[src/hdl/pid_controller_step_assert.svh]
// ----------------------------------------------------------------------------
// PID controller step - assertion macros
// Concurrent assertion shorthands clocked on clk and disabled while rst_n is low.
// ----------------------------------------------------------------------------
`ifndef PID_CONTROLLER_STEP_ASSERT_SVH
`define PID_CONTROLLER_STEP_ASSERT_SVH

// Check the consequent in the same cycle as the antecedent.
`define PCS_ASSERT_SAME(label, ante, cons, msg) \
    label: assert property (@(posedge clk) disable iff (!rst_n) (ante) |-> (cons)) \
        else $error(msg);

// Check the consequent in the cycle after the antecedent.
`define PCS_ASSERT_NEXT(label, ante, cons, msg) \
    label: assert property (@(posedge clk) disable iff (!rst_n) (ante) |=> (cons)) \
        else $error(msg);

`endif

[src/hdl/pcs_pkg.sv]
// ----------------------------------------------------------------------------
// PID controller step - package
// Widths, register indexes, sequencer states and fixed limits.
// ----------------------------------------------------------------------------
package pcs_pkg;

    localparam int DATA_W    = 32;
    localparam int FRAC_W    = 24;
    localparam int ACC_W     = 48;
    localparam int MUL_W     = 33;
    localparam int PROD_W    = 2 * MUL_W;
    localparam int SUM_W     = 64;
    localparam int DIV_W     = 64;
    localparam int DIV_RADIX_BITS = 2;
    localparam int DIV_STEPS = DIV_W / DIV_RADIX_BITS;
    localparam int DIV_CNT_W = $clog2(DIV_STEPS);
    localparam int CFG_IDX_W = 2;

    localparam logic [DATA_W-1:0] PERIOD_RESET = 32'd167772;

    localparam logic signed [ACC_W-1:0] ACC_MAX = {1'b0, {(ACC_W-1){1'b1}}};
    localparam logic signed [ACC_W-1:0] ACC_MIN = {1'b1, {(ACC_W-1){1'b0}}};

    localparam logic [DIV_W-1:0] D_LIMIT = 64'h1000_0000_0000_0000;

    localparam logic signed [SUM_W-1:0] DRIVE_MAX = 64'sh0000_0000_7FFF_FFFF;
    localparam logic signed [SUM_W-1:0] DRIVE_MIN = 64'shFFFF_FFFF_8000_0000;

    typedef enum logic [CFG_IDX_W-1:0] {
        CFG_PROP_GAIN     = 2'd0,
        CFG_INT_GAIN      = 2'd1,
        CFG_DERIV_GAIN    = 2'd2,
        CFG_SAMPLE_PERIOD = 2'd3
    } cfg_index_t;

    typedef enum logic [3:0] {
        S_IDLE,
        S_INC,
        S_PROP,
        S_ILO,
        S_IHI,
        S_DIFF,
        S_DSETUP,
        S_DIV,
        S_DFIN,
        S_WRITE
    } state_t;

endpackage

[src/hdl/pcs_if.sv]
// ----------------------------------------------------------------------------
// PID controller step - channel interfaces
// Valid/ready channels for configuration writes, error samples and drive results.
// ----------------------------------------------------------------------------
interface pcs_cfg_if;
    import pcs_pkg::*;

    logic              valid;
    logic              ready;
    cfg_index_t        index;
    logic [DATA_W-1:0] data;

    modport source (output valid, output index, output data, input ready);
    modport sink   (input valid, input index, input data, output ready);
endinterface

interface pcs_in_if;
    import pcs_pkg::*;

    logic                     valid;
    logic                     ready;
    logic signed [DATA_W-1:0] error_value;

    modport source (output valid, output error_value, input ready);
    modport sink   (input valid, input error_value, output ready);
endinterface

interface pcs_out_if;
    import pcs_pkg::*;

    logic                     valid;
    logic                     ready;
    logic signed [DATA_W-1:0] drive_value;
    logic                     period_invalid;

    modport source (output valid, output drive_value, output period_invalid, input ready);
    modport sink   (input valid, input drive_value, input period_invalid, output ready);
endinterface

[src/hdl/pid_controller_step.sv]
// ----------------------------------------------------------------------------
// PID controller step - top level
// Positional fixed-point PID: one error sample in, one saturated drive out.
// ----------------------------------------------------------------------------
// Each accepted error sample (Q8.24) produces one drive transaction (Q8.24).
// With a nonzero sample period one 33x33 multiplier is shared over five
// products (e*T, Kp*e, Ki*I low half, Ki*I high half, Kd*(e - e_prev)), a
// setup state prepares the divider, then a restoring divider retires two
// quotient bits per cycle to form the derivative term, and a finishing state
// completes the sum before the write state loads the output register once it
// is free. The next sample is taken only once the sequencer is back in idle.
// With a zero period the result (drive 0, period_invalid 1) is loaded in the
// write state that follows acceptance, and the integral and previous error
// are kept. sample.ready is high only while the sequencer is idle; a finished
// result waits in the output register while the next sample is taken.
// Configuration writes are taken every cycle and belong in idle time.
// ----------------------------------------------------------------------------
module pid_controller_step (
    input  logic      clk,
    input  logic      rst_n,
    pcs_cfg_if.sink   cfg,
    pcs_in_if.sink    sample,
    pcs_out_if.source result
);
    import pcs_pkg::*;

    `include "pid_controller_step_assert.svh"

    // Configuration registers
    logic signed [DATA_W-1:0] prop_gain_reg;
    logic signed [DATA_W-1:0] int_gain_reg;
    logic signed [DATA_W-1:0] deriv_gain_reg;
    logic        [DATA_W-1:0] period_reg;

    // Controller state
    logic signed [ACC_W-1:0]  acc_reg, acc_next;
    logic signed [DATA_W-1:0] last_error_reg, last_error_next;

    // Sequencer
    state_t                   state_reg, state_next;
    logic [DIV_CNT_W-1:0]     cnt_reg, cnt_next;

    // Working registers
    logic signed [DATA_W-1:0] error_reg, error_next;
    logic                     invalid_reg, invalid_next;
    logic signed [PROD_W-1:0] prod_reg;
    logic signed [SUM_W-1:0]  sum_reg, sum_next;
    logic [DATA_W-1:0]        rem_reg, rem_next;
    logic [DIV_W-1:0]         dq_reg, dq_next;
    logic                     neg_reg, neg_next;

    // Output register
    logic                     out_valid_reg, out_valid_next;
    logic signed [DATA_W-1:0] out_drive_reg, out_drive_next;
    logic                     out_invalid_reg, out_invalid_next;

    // Shared multiplier
    logic signed [MUL_W-1:0]  mul_a;
    logic signed [MUL_W-1:0]  mul_b;
    logic signed [PROD_W-1:0] mul_prod;

    logic                     accept;
    logic                     load_out;

    assign accept = sample.valid && sample.ready;
    assign cfg.ready = 1'b1;

    assign result.valid          = out_valid_reg;
    assign result.drive_value    = out_drive_reg;
    assign result.period_invalid = out_invalid_reg;

    // ------------------------------------------------------------------------
    // Configuration writes
    // ------------------------------------------------------------------------
    always_ff @(posedge clk or negedge rst_n)
    begin
        if (!rst_n)
        begin
            prop_gain_reg  <= '0;
            int_gain_reg   <= '0;
            deriv_gain_reg <= '0;
            period_reg     <= PERIOD_RESET;
        end
        else if (cfg.valid && cfg.ready)
        begin
            unique case (cfg.index)
                CFG_PROP_GAIN:     prop_gain_reg  <= cfg.data;
                CFG_INT_GAIN:      int_gain_reg   <= cfg.data;
                CFG_DERIV_GAIN:    deriv_gain_reg <= cfg.data;
                CFG_SAMPLE_PERIOD: period_reg     <= cfg.data;
            endcase
        end
    end

    // ------------------------------------------------------------------------
    // Sequencer: next state
    // ------------------------------------------------------------------------
    always_comb
    begin
        state_next = state_reg;
        unique case (state_reg)
            S_IDLE:
            begin
                if (sample.valid)
                begin
                    // A zero period skips all arithmetic and goes straight to output.
                    state_next = (period_reg == '0) ? S_WRITE : S_INC;
                end
            end
            S_INC:    state_next = S_PROP;
            S_PROP:   state_next = S_ILO;
            S_ILO:    state_next = S_IHI;
            S_IHI:    state_next = S_DIFF;
            S_DIFF:   state_next = S_DSETUP;
            S_DSETUP: state_next = S_DIV;
            S_DIV:
            begin
                if (cnt_reg == DIV_CNT_W'(DIV_STEPS - 1))
                begin
                    state_next = S_DFIN;
                end
            end
            S_DFIN:   state_next = S_WRITE;
            S_WRITE:
            begin
                // Hold until the output register is free or being drained.
                if (!out_valid_reg || result.ready)
                begin
                    state_next = S_IDLE;
                end
            end
            default:  state_next = S_IDLE;
        endcase
    end

    // ------------------------------------------------------------------------
    // Sequencer: outputs (handshake and multiplier operand selection)
    // ------------------------------------------------------------------------
    always_comb
    begin
        sample.ready = 1'b0;
        load_out     = 1'b0;
        mul_a        = '0;
        mul_b        = '0;
        unique case (state_reg)
            S_IDLE:
            begin
                sample.ready = 1'b1;
            end
            S_INC:
            begin
                // e * T, T taken as unsigned
                mul_a = MUL_W'(error_reg);
                mul_b = $signed({1'b0, period_reg});
            end
            S_PROP:
            begin
                mul_a = MUL_W'(prop_gain_reg);
                mul_b = MUL_W'(error_reg);
            end
            S_ILO:
            begin
                // Low 24 bits of the integral, unsigned
                mul_a = MUL_W'(int_gain_reg);
                mul_b = MUL_W'($signed({1'b0, acc_reg[FRAC_W-1:0]}));
            end
            S_IHI:
            begin
                // Upper bits of the integral, signed, already weighted by 2^24
                mul_a = MUL_W'(int_gain_reg);
                mul_b = MUL_W'($signed(acc_reg[ACC_W-1:FRAC_W]));
            end
            S_DIFF:
            begin
                mul_a = MUL_W'(deriv_gain_reg);
                mul_b = MUL_W'(error_reg) - MUL_W'(last_error_reg);
            end
            S_WRITE:
            begin
                load_out = !out_valid_reg || result.ready;
            end
            default:
            begin
                sample.ready = 1'b0;
            end
        endcase
    end

    assign mul_prod = PROD_W'(mul_a) * PROD_W'(mul_b);

    // ------------------------------------------------------------------------
    // Datapath next values
    // ------------------------------------------------------------------------
    logic signed [ACC_W+1:0]  acc_sum;
    logic [DIV_W-1:0]         mag;
    logic [DIV_W-1:0]         q_lim;
    logic [DATA_W:0]          div_trial;
    logic [DATA_W-1:0]        div_rem;
    logic [DIV_W-1:0]         div_dq;
    logic                     div_bit;

    always_comb
    begin
        acc_next        = acc_reg;
        last_error_next = last_error_reg;
        error_next      = error_reg;
        invalid_next    = invalid_reg;
        sum_next        = sum_reg;
        rem_next        = rem_reg;
        dq_next         = dq_reg;
        neg_next        = neg_reg;
        cnt_next        = cnt_reg;

        acc_sum = (ACC_W+2)'(acc_reg) + (ACC_W+2)'(prod_reg >>> FRAC_W);
        mag     = prod_reg[PROD_W-1] ? DIV_W'(-prod_reg) : DIV_W'(prod_reg);
        q_lim   = (dq_reg > D_LIMIT) ? D_LIMIT : dq_reg;

        // Two restoring division steps per cycle
        div_rem = rem_reg;
        div_dq  = dq_reg;
        for (int i = 0; i < DIV_RADIX_BITS; i++)
        begin
            div_trial = {div_rem, div_dq[DIV_W-1]};
            if (div_trial >= {1'b0, period_reg})
            begin
                div_trial = div_trial - {1'b0, period_reg};
                div_bit   = 1'b1;
            end
            else
            begin
                div_bit   = 1'b0;
            end
            div_rem = div_trial[DATA_W-1:0];
            div_dq  = {div_dq[DIV_W-2:0], div_bit};
        end

        case (state_reg)
            S_IDLE:
            begin
                if (accept)
                begin
                    error_next   = sample.error_value;
                    invalid_next = (period_reg == '0);
                end
            end
            S_PROP:
            begin
                // Add floor(e*T / 2^24) and clamp to the 48-bit range
                if (acc_sum > (ACC_W+2)'(ACC_MAX))
                begin
                    acc_next = ACC_MAX;
                end
                else if (acc_sum < (ACC_W+2)'(ACC_MIN))
                begin
                    acc_next = ACC_MIN;
                end
                else
                begin
                    acc_next = ACC_W'(acc_sum);
                end
            end
            S_ILO:
            begin
                // Proportional term
                sum_next = SUM_W'(prod_reg >>> FRAC_W);
            end
            S_IHI:
            begin
                sum_next = sum_reg + SUM_W'(prod_reg >>> FRAC_W);
            end
            S_DIFF:
            begin
                sum_next        = sum_reg + SUM_W'(prod_reg);
                last_error_next = error_reg;
            end
            S_DSETUP:
            begin
                // Divide magnitudes, restore the sign at the end (truncation toward zero)
                neg_next = prod_reg[PROD_W-1];
                dq_next  = mag;
                rem_next = '0;
                cnt_next = '0;
            end
            S_DIV:
            begin
                rem_next = div_rem;
                dq_next  = div_dq;
                cnt_next = cnt_reg + 1'b1;
            end
            S_DFIN:
            begin
                sum_next = neg_reg ? sum_reg - $signed(q_lim) : sum_reg + $signed(q_lim);
            end
            default:
            begin
                sum_next = sum_reg;
            end
        endcase
    end

    // Output register load and drain
    always_comb
    begin
        out_valid_next   = out_valid_reg && !result.ready;
        out_drive_next   = out_drive_reg;
        out_invalid_next = out_invalid_reg;
        if (load_out)
        begin
            out_valid_next   = 1'b1;
            out_invalid_next = invalid_reg;
            if (invalid_reg)
            begin
                out_drive_next = '0;
            end
            else if (sum_reg > DRIVE_MAX)
            begin
                out_drive_next = DATA_W'(DRIVE_MAX);
            end
            else if (sum_reg < DRIVE_MIN)
            begin
                out_drive_next = DATA_W'(DRIVE_MIN);
            end
            else
            begin
                out_drive_next = DATA_W'(sum_reg);
            end
        end
    end

    // ------------------------------------------------------------------------
    // Control and controller state registers
    // ------------------------------------------------------------------------
    always_ff @(posedge clk or negedge rst_n)
    begin
        if (!rst_n)
        begin
            state_reg      <= S_IDLE;
            cnt_reg        <= '0;
            out_valid_reg  <= 1'b0;
            acc_reg        <= '0;
            last_error_reg <= '0;
        end
        else
        begin
            state_reg      <= state_next;
            cnt_reg        <= cnt_next;
            out_valid_reg  <= out_valid_next;
            acc_reg        <= acc_next;
            last_error_reg <= last_error_next;
        end
    end

    // Payload registers
    always_ff @(posedge clk)
    begin
        error_reg       <= error_next;
        invalid_reg     <= invalid_next;
        prod_reg        <= mul_prod;
        sum_reg         <= sum_next;
        rem_reg         <= rem_next;
        dq_reg          <= dq_next;
        neg_reg         <= neg_next;
        out_drive_reg   <= out_drive_next;
        out_invalid_reg <= out_invalid_next;
    end

    // ------------------------------------------------------------------------
    // Assertions
    // ------------------------------------------------------------------------
    `PCS_ASSERT_NEXT(a_zero_period_keeps_state, accept && (period_reg == '0), $stable(acc_reg) && $stable(last_error_reg), "zero period changed controller state")
    `PCS_ASSERT_SAME(a_div_rem_below_period, state_reg == S_DIV, rem_reg < period_reg, "divider remainder not below period")
    `PCS_ASSERT_SAME(a_invalid_drives_zero, result.valid && result.period_invalid, result.drive_value == '0, "invalid period result has nonzero drive")

endmodule
[src/flat_wrapper.sv]
// flat-port wrapper written by rule: the top's interface ports become plain ports
module pid_controller_step_flat import pcs_pkg::*;
  (clk, rst_n, cfg_valid, cfg_index, cfg_data, cfg_ready, sample_valid, sample_error_value, sample_ready, result_valid, result_drive_value, result_period_invalid, result_ready);
  pcs_cfg_if cfg_i ();
  pcs_in_if sample_i ();
  pcs_out_if result_i ();
  input  logic clk;
  input  logic rst_n;
  input wire logic [$bits(cfg_i.valid)-1:0] cfg_valid;
  input wire logic [$bits(cfg_i.index)-1:0] cfg_index;
  input wire logic [$bits(cfg_i.data)-1:0] cfg_data;
  output wire logic [$bits(cfg_i.ready)-1:0] cfg_ready;
  input wire logic [$bits(sample_i.valid)-1:0] sample_valid;
  input wire logic [$bits(sample_i.error_value)-1:0] sample_error_value;
  output wire logic [$bits(sample_i.ready)-1:0] sample_ready;
  output wire logic [$bits(result_i.valid)-1:0] result_valid;
  output wire logic [$bits(result_i.drive_value)-1:0] result_drive_value;
  output wire logic [$bits(result_i.period_invalid)-1:0] result_period_invalid;
  input wire logic [$bits(result_i.ready)-1:0] result_ready;
  assign cfg_i.valid = cfg_valid;
  assign cfg_i.index = cfg_index;
  assign cfg_i.data = cfg_data;
  assign cfg_ready = cfg_i.ready;
  assign sample_i.valid = sample_valid;
  assign sample_i.error_value = sample_error_value;
  assign sample_ready = sample_i.ready;
  assign result_valid = result_i.valid;
  assign result_drive_value = result_i.drive_value;
  assign result_period_invalid = result_i.period_invalid;
  assign result_i.ready = result_ready;
  pid_controller_step u_core (.clk(clk), .rst_n(rst_n), .cfg(cfg_i), .sample(sample_i), .result(result_i));
endmodule
[config.mk]
export PLATFORM = sky130hd
export DESIGN_NAME = pid_controller_step_flat
export DESIGN_NICKNAME = d
export VERILOG_FILES = /design/src/hdl/pcs_pkg.sv /design/src/hdl/pcs_if.sv /design/src/hdl/pid_controller_step.sv /design/src/flat_wrapper.sv
export VERILOG_INCLUDE_DIRS = /design/src /design/src/hdl
export SDC_FILE = /design/constraint.sdc
export NUM_CORES = 2
export LEC_CHECK = 0
export BUFFER_PORTS_ARGS = -buffer_cell sky130_fd_sc_hd__buf_4
export CELL_PAD_IN_SITES_DETAIL_PLACEMENT = 1
export CELL_PAD_IN_SITES_GLOBAL_PLACEMENT = 2
export CORE_UTILIZATION = 46
export CTS_BUF_LIST = sky130_fd_sc_hd__clkbuf_2 sky130_fd_sc_hd__clkbuf_4 sky130_fd_sc_hd__clkbuf_8
export CTS_CLUSTER_SIZE = 16
export DETAILED_ROUTE_END_ITERATION = 8
export MAX_ROUTING_LAYER = met4
export PLACE_DENSITY = 0.87
export SLEW_MARGIN = 5
export SYNTH_ARGS = -nofsm -noshare
export SYNTH_HDL_FRONTEND = slang
export SYNTH_SLANG_ARGS = --single-unit
[constraint.sdc]
create_clock -name clk -period 20.9 [get_ports clk]
set_input_delay 4.18 -clock clk [delete_from_list [all_inputs] [get_ports clk]]
set_output_delay 4.18 -clock clk [all_outputs]
set_load 0.005 [all_outputs]
==> results.sh <==
export IMPL_ys_ff_latch=511
export IMPL_max_stage_delay_ps=580
export IMPL_wl_per_cell_um=28.45
export IMPL_yosys_area_top_type="fa_1"
export IMPL_hold_viol=0
export IMPL_cts_post_setup_buffers_inserted=0
export IMPL_ant_nets=0
export IMPL_cpMaxStageDelayCell="a211oi_1"
export IMPL_die_w_um=411.7
export IMPL_reg2reg_slack_ps=8470
export IMPL_netlist_instances=8942
export IMPL_finalWirelength_um=315400
export IMPL_post_cts_resized=0
export IMPL_setup_tns_ps=0
export IMPL_drv_cap=0
export IMPL_clock_path_buffers=3
export IMPL_vias=67975
export IMPL_cts_tree="yes"
export IMPL_status="completed"
export IMPL_crit_required_ps=21580
export IMPL_postCtsHoldBufs=0
export IMPL_setup_slack_ps=8470
export IMPL_synthTopCellsByArea="fa_1 29%, edfxtp_1 8.8%, ha_1 7.0%"
export IMPL_fin_crit_ps=12430
export IMPL_drt_pass1_iter_count=6
export IMPL_yosysTopAreaCellShare=0.2922
export IMPL_cts_sink_count=511
export IMPL_grt_pass1_vias=72337
export IMPL_setup_viol=0
export IMPL_grt_max_degree=110
export IMPL_finalMaxSlewViolations=0
export IMPL_antenna_found_initial=14
export IMPL_cp_max_fo=32
export IMPL_htree_levels=3
export IMPL_ys_flop_type="edfxtp_1"
export IMPL_synth_edff_count=227
export IMPL_timing_final_crit_share=0.5947
export IMPL_crit_start="u_core.error_reg[0]"
export IMPL_grt_pass1_wl_um=472400
export IMPL_drc=0
export IMPL_cp_common_cell="fa_1"
export IMPL_dieHeight_um=411.7
export IMPL_gp_congestion=1.002
export IMPL_viasPerCell=6.132
export IMPL_hp_class="flop to flop"
export IMPL_path_class="flop to flop"
export IMPL_synth_most_common_cell="inv_1"
export IMPL_dp_hpwl_um=243900
export IMPL_use_met2=0.5794
export IMPL_syn_area_per_cell_um2=8.635
export IMPL_core_area_um2=165700
export IMPL_grt_util_met3=0.07057
export IMPL_startpoint_type="flop"
export IMPL_grt_use_total=0.3866
export IMPL_slew_headroom=0.04696
export IMPL_root_buffer="clkbuf_8"
export IMPL_endpoint="u_core.prod_reg[65]"
export IMPL_rsz0062_at_grt="false"
export IMPL_rows=149
export IMPL_start_util=0.4659
export IMPL_synthArstFlopShare=0.4266
export IMPL_cp_arrival_ps=13110
export IMPL_post_place_ws_ps=8698
export IMPL_r2r_end="u_core.prod_reg[65]"
export IMPL_die_area_um2=169500
export IMPL_syn2layout_area_growth_pct=7.005
export IMPL_cts_buffers=101
export IMPL_synth_common_cells="1353 x inv_1, 1220 x nand2_1, 1127 x fa_1"
export IMPL_ff2ff_path_depth=39
export IMPL_fmax_mhz=80.45
export IMPL_drt_iter0_drc=5752
export IMPL_largest_register_ffs=66
export IMPL_worstReg2RegStart="u_core.error_reg[0]"
export IMPL_critPathCaptureType="flop"
export IMPL_use_met1=0.4956
export IMPL_num_nets_final=10435
export IMPL_clk_latency_ps=880
export IMPL_grt_busiest_layer="met2"
export IMPL_yosys_warnings=0
export IMPL_syn_area_um2=77210
export IMPL_syn_nets=10569
export IMPL_ys_types=101
export IMPL_grt_overflow=0
export IMPL_worstMarginPinSlew_ps=1430
export IMPL_io_buffers=105
export IMPL_finClkSkew_ps=52.26
export IMPL_path_clk_slew_ps=60
export IMPL_ys_seq_area_frac=0.1762
export IMPL_boundaryPins=107
export IMPL_drive_gt1_frac=0.08166
-- area by class of cell --
class	instances	area [um^2]
repair buffers	279	2115
diodes	6	15.01
inverters	1353	5081
clock buffers	148	1843
well taps	2189	2739
flip-flops and latches	511	13610
clock inverters	37	391.6
multi-input cells	6562	56830
fillers	19495	83110
-- logic make-up (layout without fill, tap and decap cells) --
group           count (synthesis)  count (layout)  share of synthesized area
other cells                     1               7                 0.00004857
simple gates                 2748            2748                     0.1611
mux                           185             185                    0.02619
flops                         511             511                     0.1762
buf+inv                      1869            1817                    0.09138
xor+xnor                      406             406                    0.04615
compound gates               1665            1665                     0.1371
fa+ha+maj                    1557            1557                     0.3618
-- per-layer routing --
layer / vias up / wire, um
met1: 35387 / 129800
met2: 2750 / 140700
li1: 29089 / -
met5: - / 0
met3: 749 / 24930
met4: 0 / 19980
-- metrics by stage --
step	util	instances	hold WS [ps]	cell area, um^2
6_report	0.4985	11085	509.1	82620
5_1_grt	0.4985	11083	523.5	82620
4_1_cts	0.4984	11079	508.1	82610
3_5_place_dp	0.4850	10894	476.0	80370
3_3_place_gp	0.4850	10894	461.1	80370
2_1_floorplan	-	8942	445.3	77210
-- placed cells by master, fill, tap and decap left out, types with 32 or more instances in the layout --
cell | synthesis | routed
o21a_1 | 48 | 47
and4_1 | 44 | 43
a22o_1 | 41 | 41
or2_2 | 32 | 32
buf_4 | 4 | 277
o21ai_0 | 413 | 410
nand2b_1 | 70 | 69
nor3_1 | 174 | 169
a21o_1 | 148 | 148
and3_1 | 42 | 41
o21bai_1 | 40 | 40
clkbuf_8 | 0 | 117
dfxtp_1 | 66 | 65
edfxtp_1 | 227 | 227
and2_1 | 43 | 41
nand3_1 | 90 | 88
dfrtp_1 | 208 | 208
fa_1 | 1127 | 1127
nand4_1 | 100 | 100
nor2_1 | 659 | 657
ha_1 | 429 | 428
or3_1 | 40 | 38
inv_1 | 1353 | 1352
a22oi_1 | 55 | 55
mux2i_1 | 51 | 51
mux2_2 | 133 | 133
o211a_1 | 34 | 34
nor2b_1 | 42 | 42
xor2_1 | 198 | 198
a21oi_1 | 471 | 466
nand2_1 | 1220 | 1219
nor4_1 | 115 | 115
xnor2_1 | 207 | 207
a31oi_1 | 68 | 65
a211oi_1 | 64 | 64
-- how the worst min path moves through the flow --
stage / cells past startpoint / slack (ps) / to / start
3_3_place_gp: 2 / 460 / u_core.cnt_reg[4] / u_core.cnt_reg[4]
5_1_grt: 1 / 520 / u_core.prop_gain_reg[2] / u_core.prop_gain_reg[2]
6_report: 1 / 510 / u_core.int_gain_reg[14] / u_core.int_gain_reg[14]
2_1_floorplan: 2 / 450 / u_core.cnt_reg[4] / u_core.cnt_reg[4]
4_1_cts: 1 / 510 / u_core.deriv_gain_reg[18] / u_core.deriv_gain_reg[18]
3_5_place_dp: 2 / 480 / u_core.cnt_reg[4] / u_core.cnt_reg[4]
-- critical path: cells and delay by family (launching register included) --
family,cells,cell delay [ps]
adders and majority gates,11,5150
AOI/OAI and AO/OA,13,3660
and+or+nand+nor,7,1720
buffers and inverters,7,1180
DFF,1,350
xor gates and xnor gates,1,150
Power is left out: the tool's default activity adds up to more than one toggle a clock period on the data nets, which glitch-free logic cannot reach.
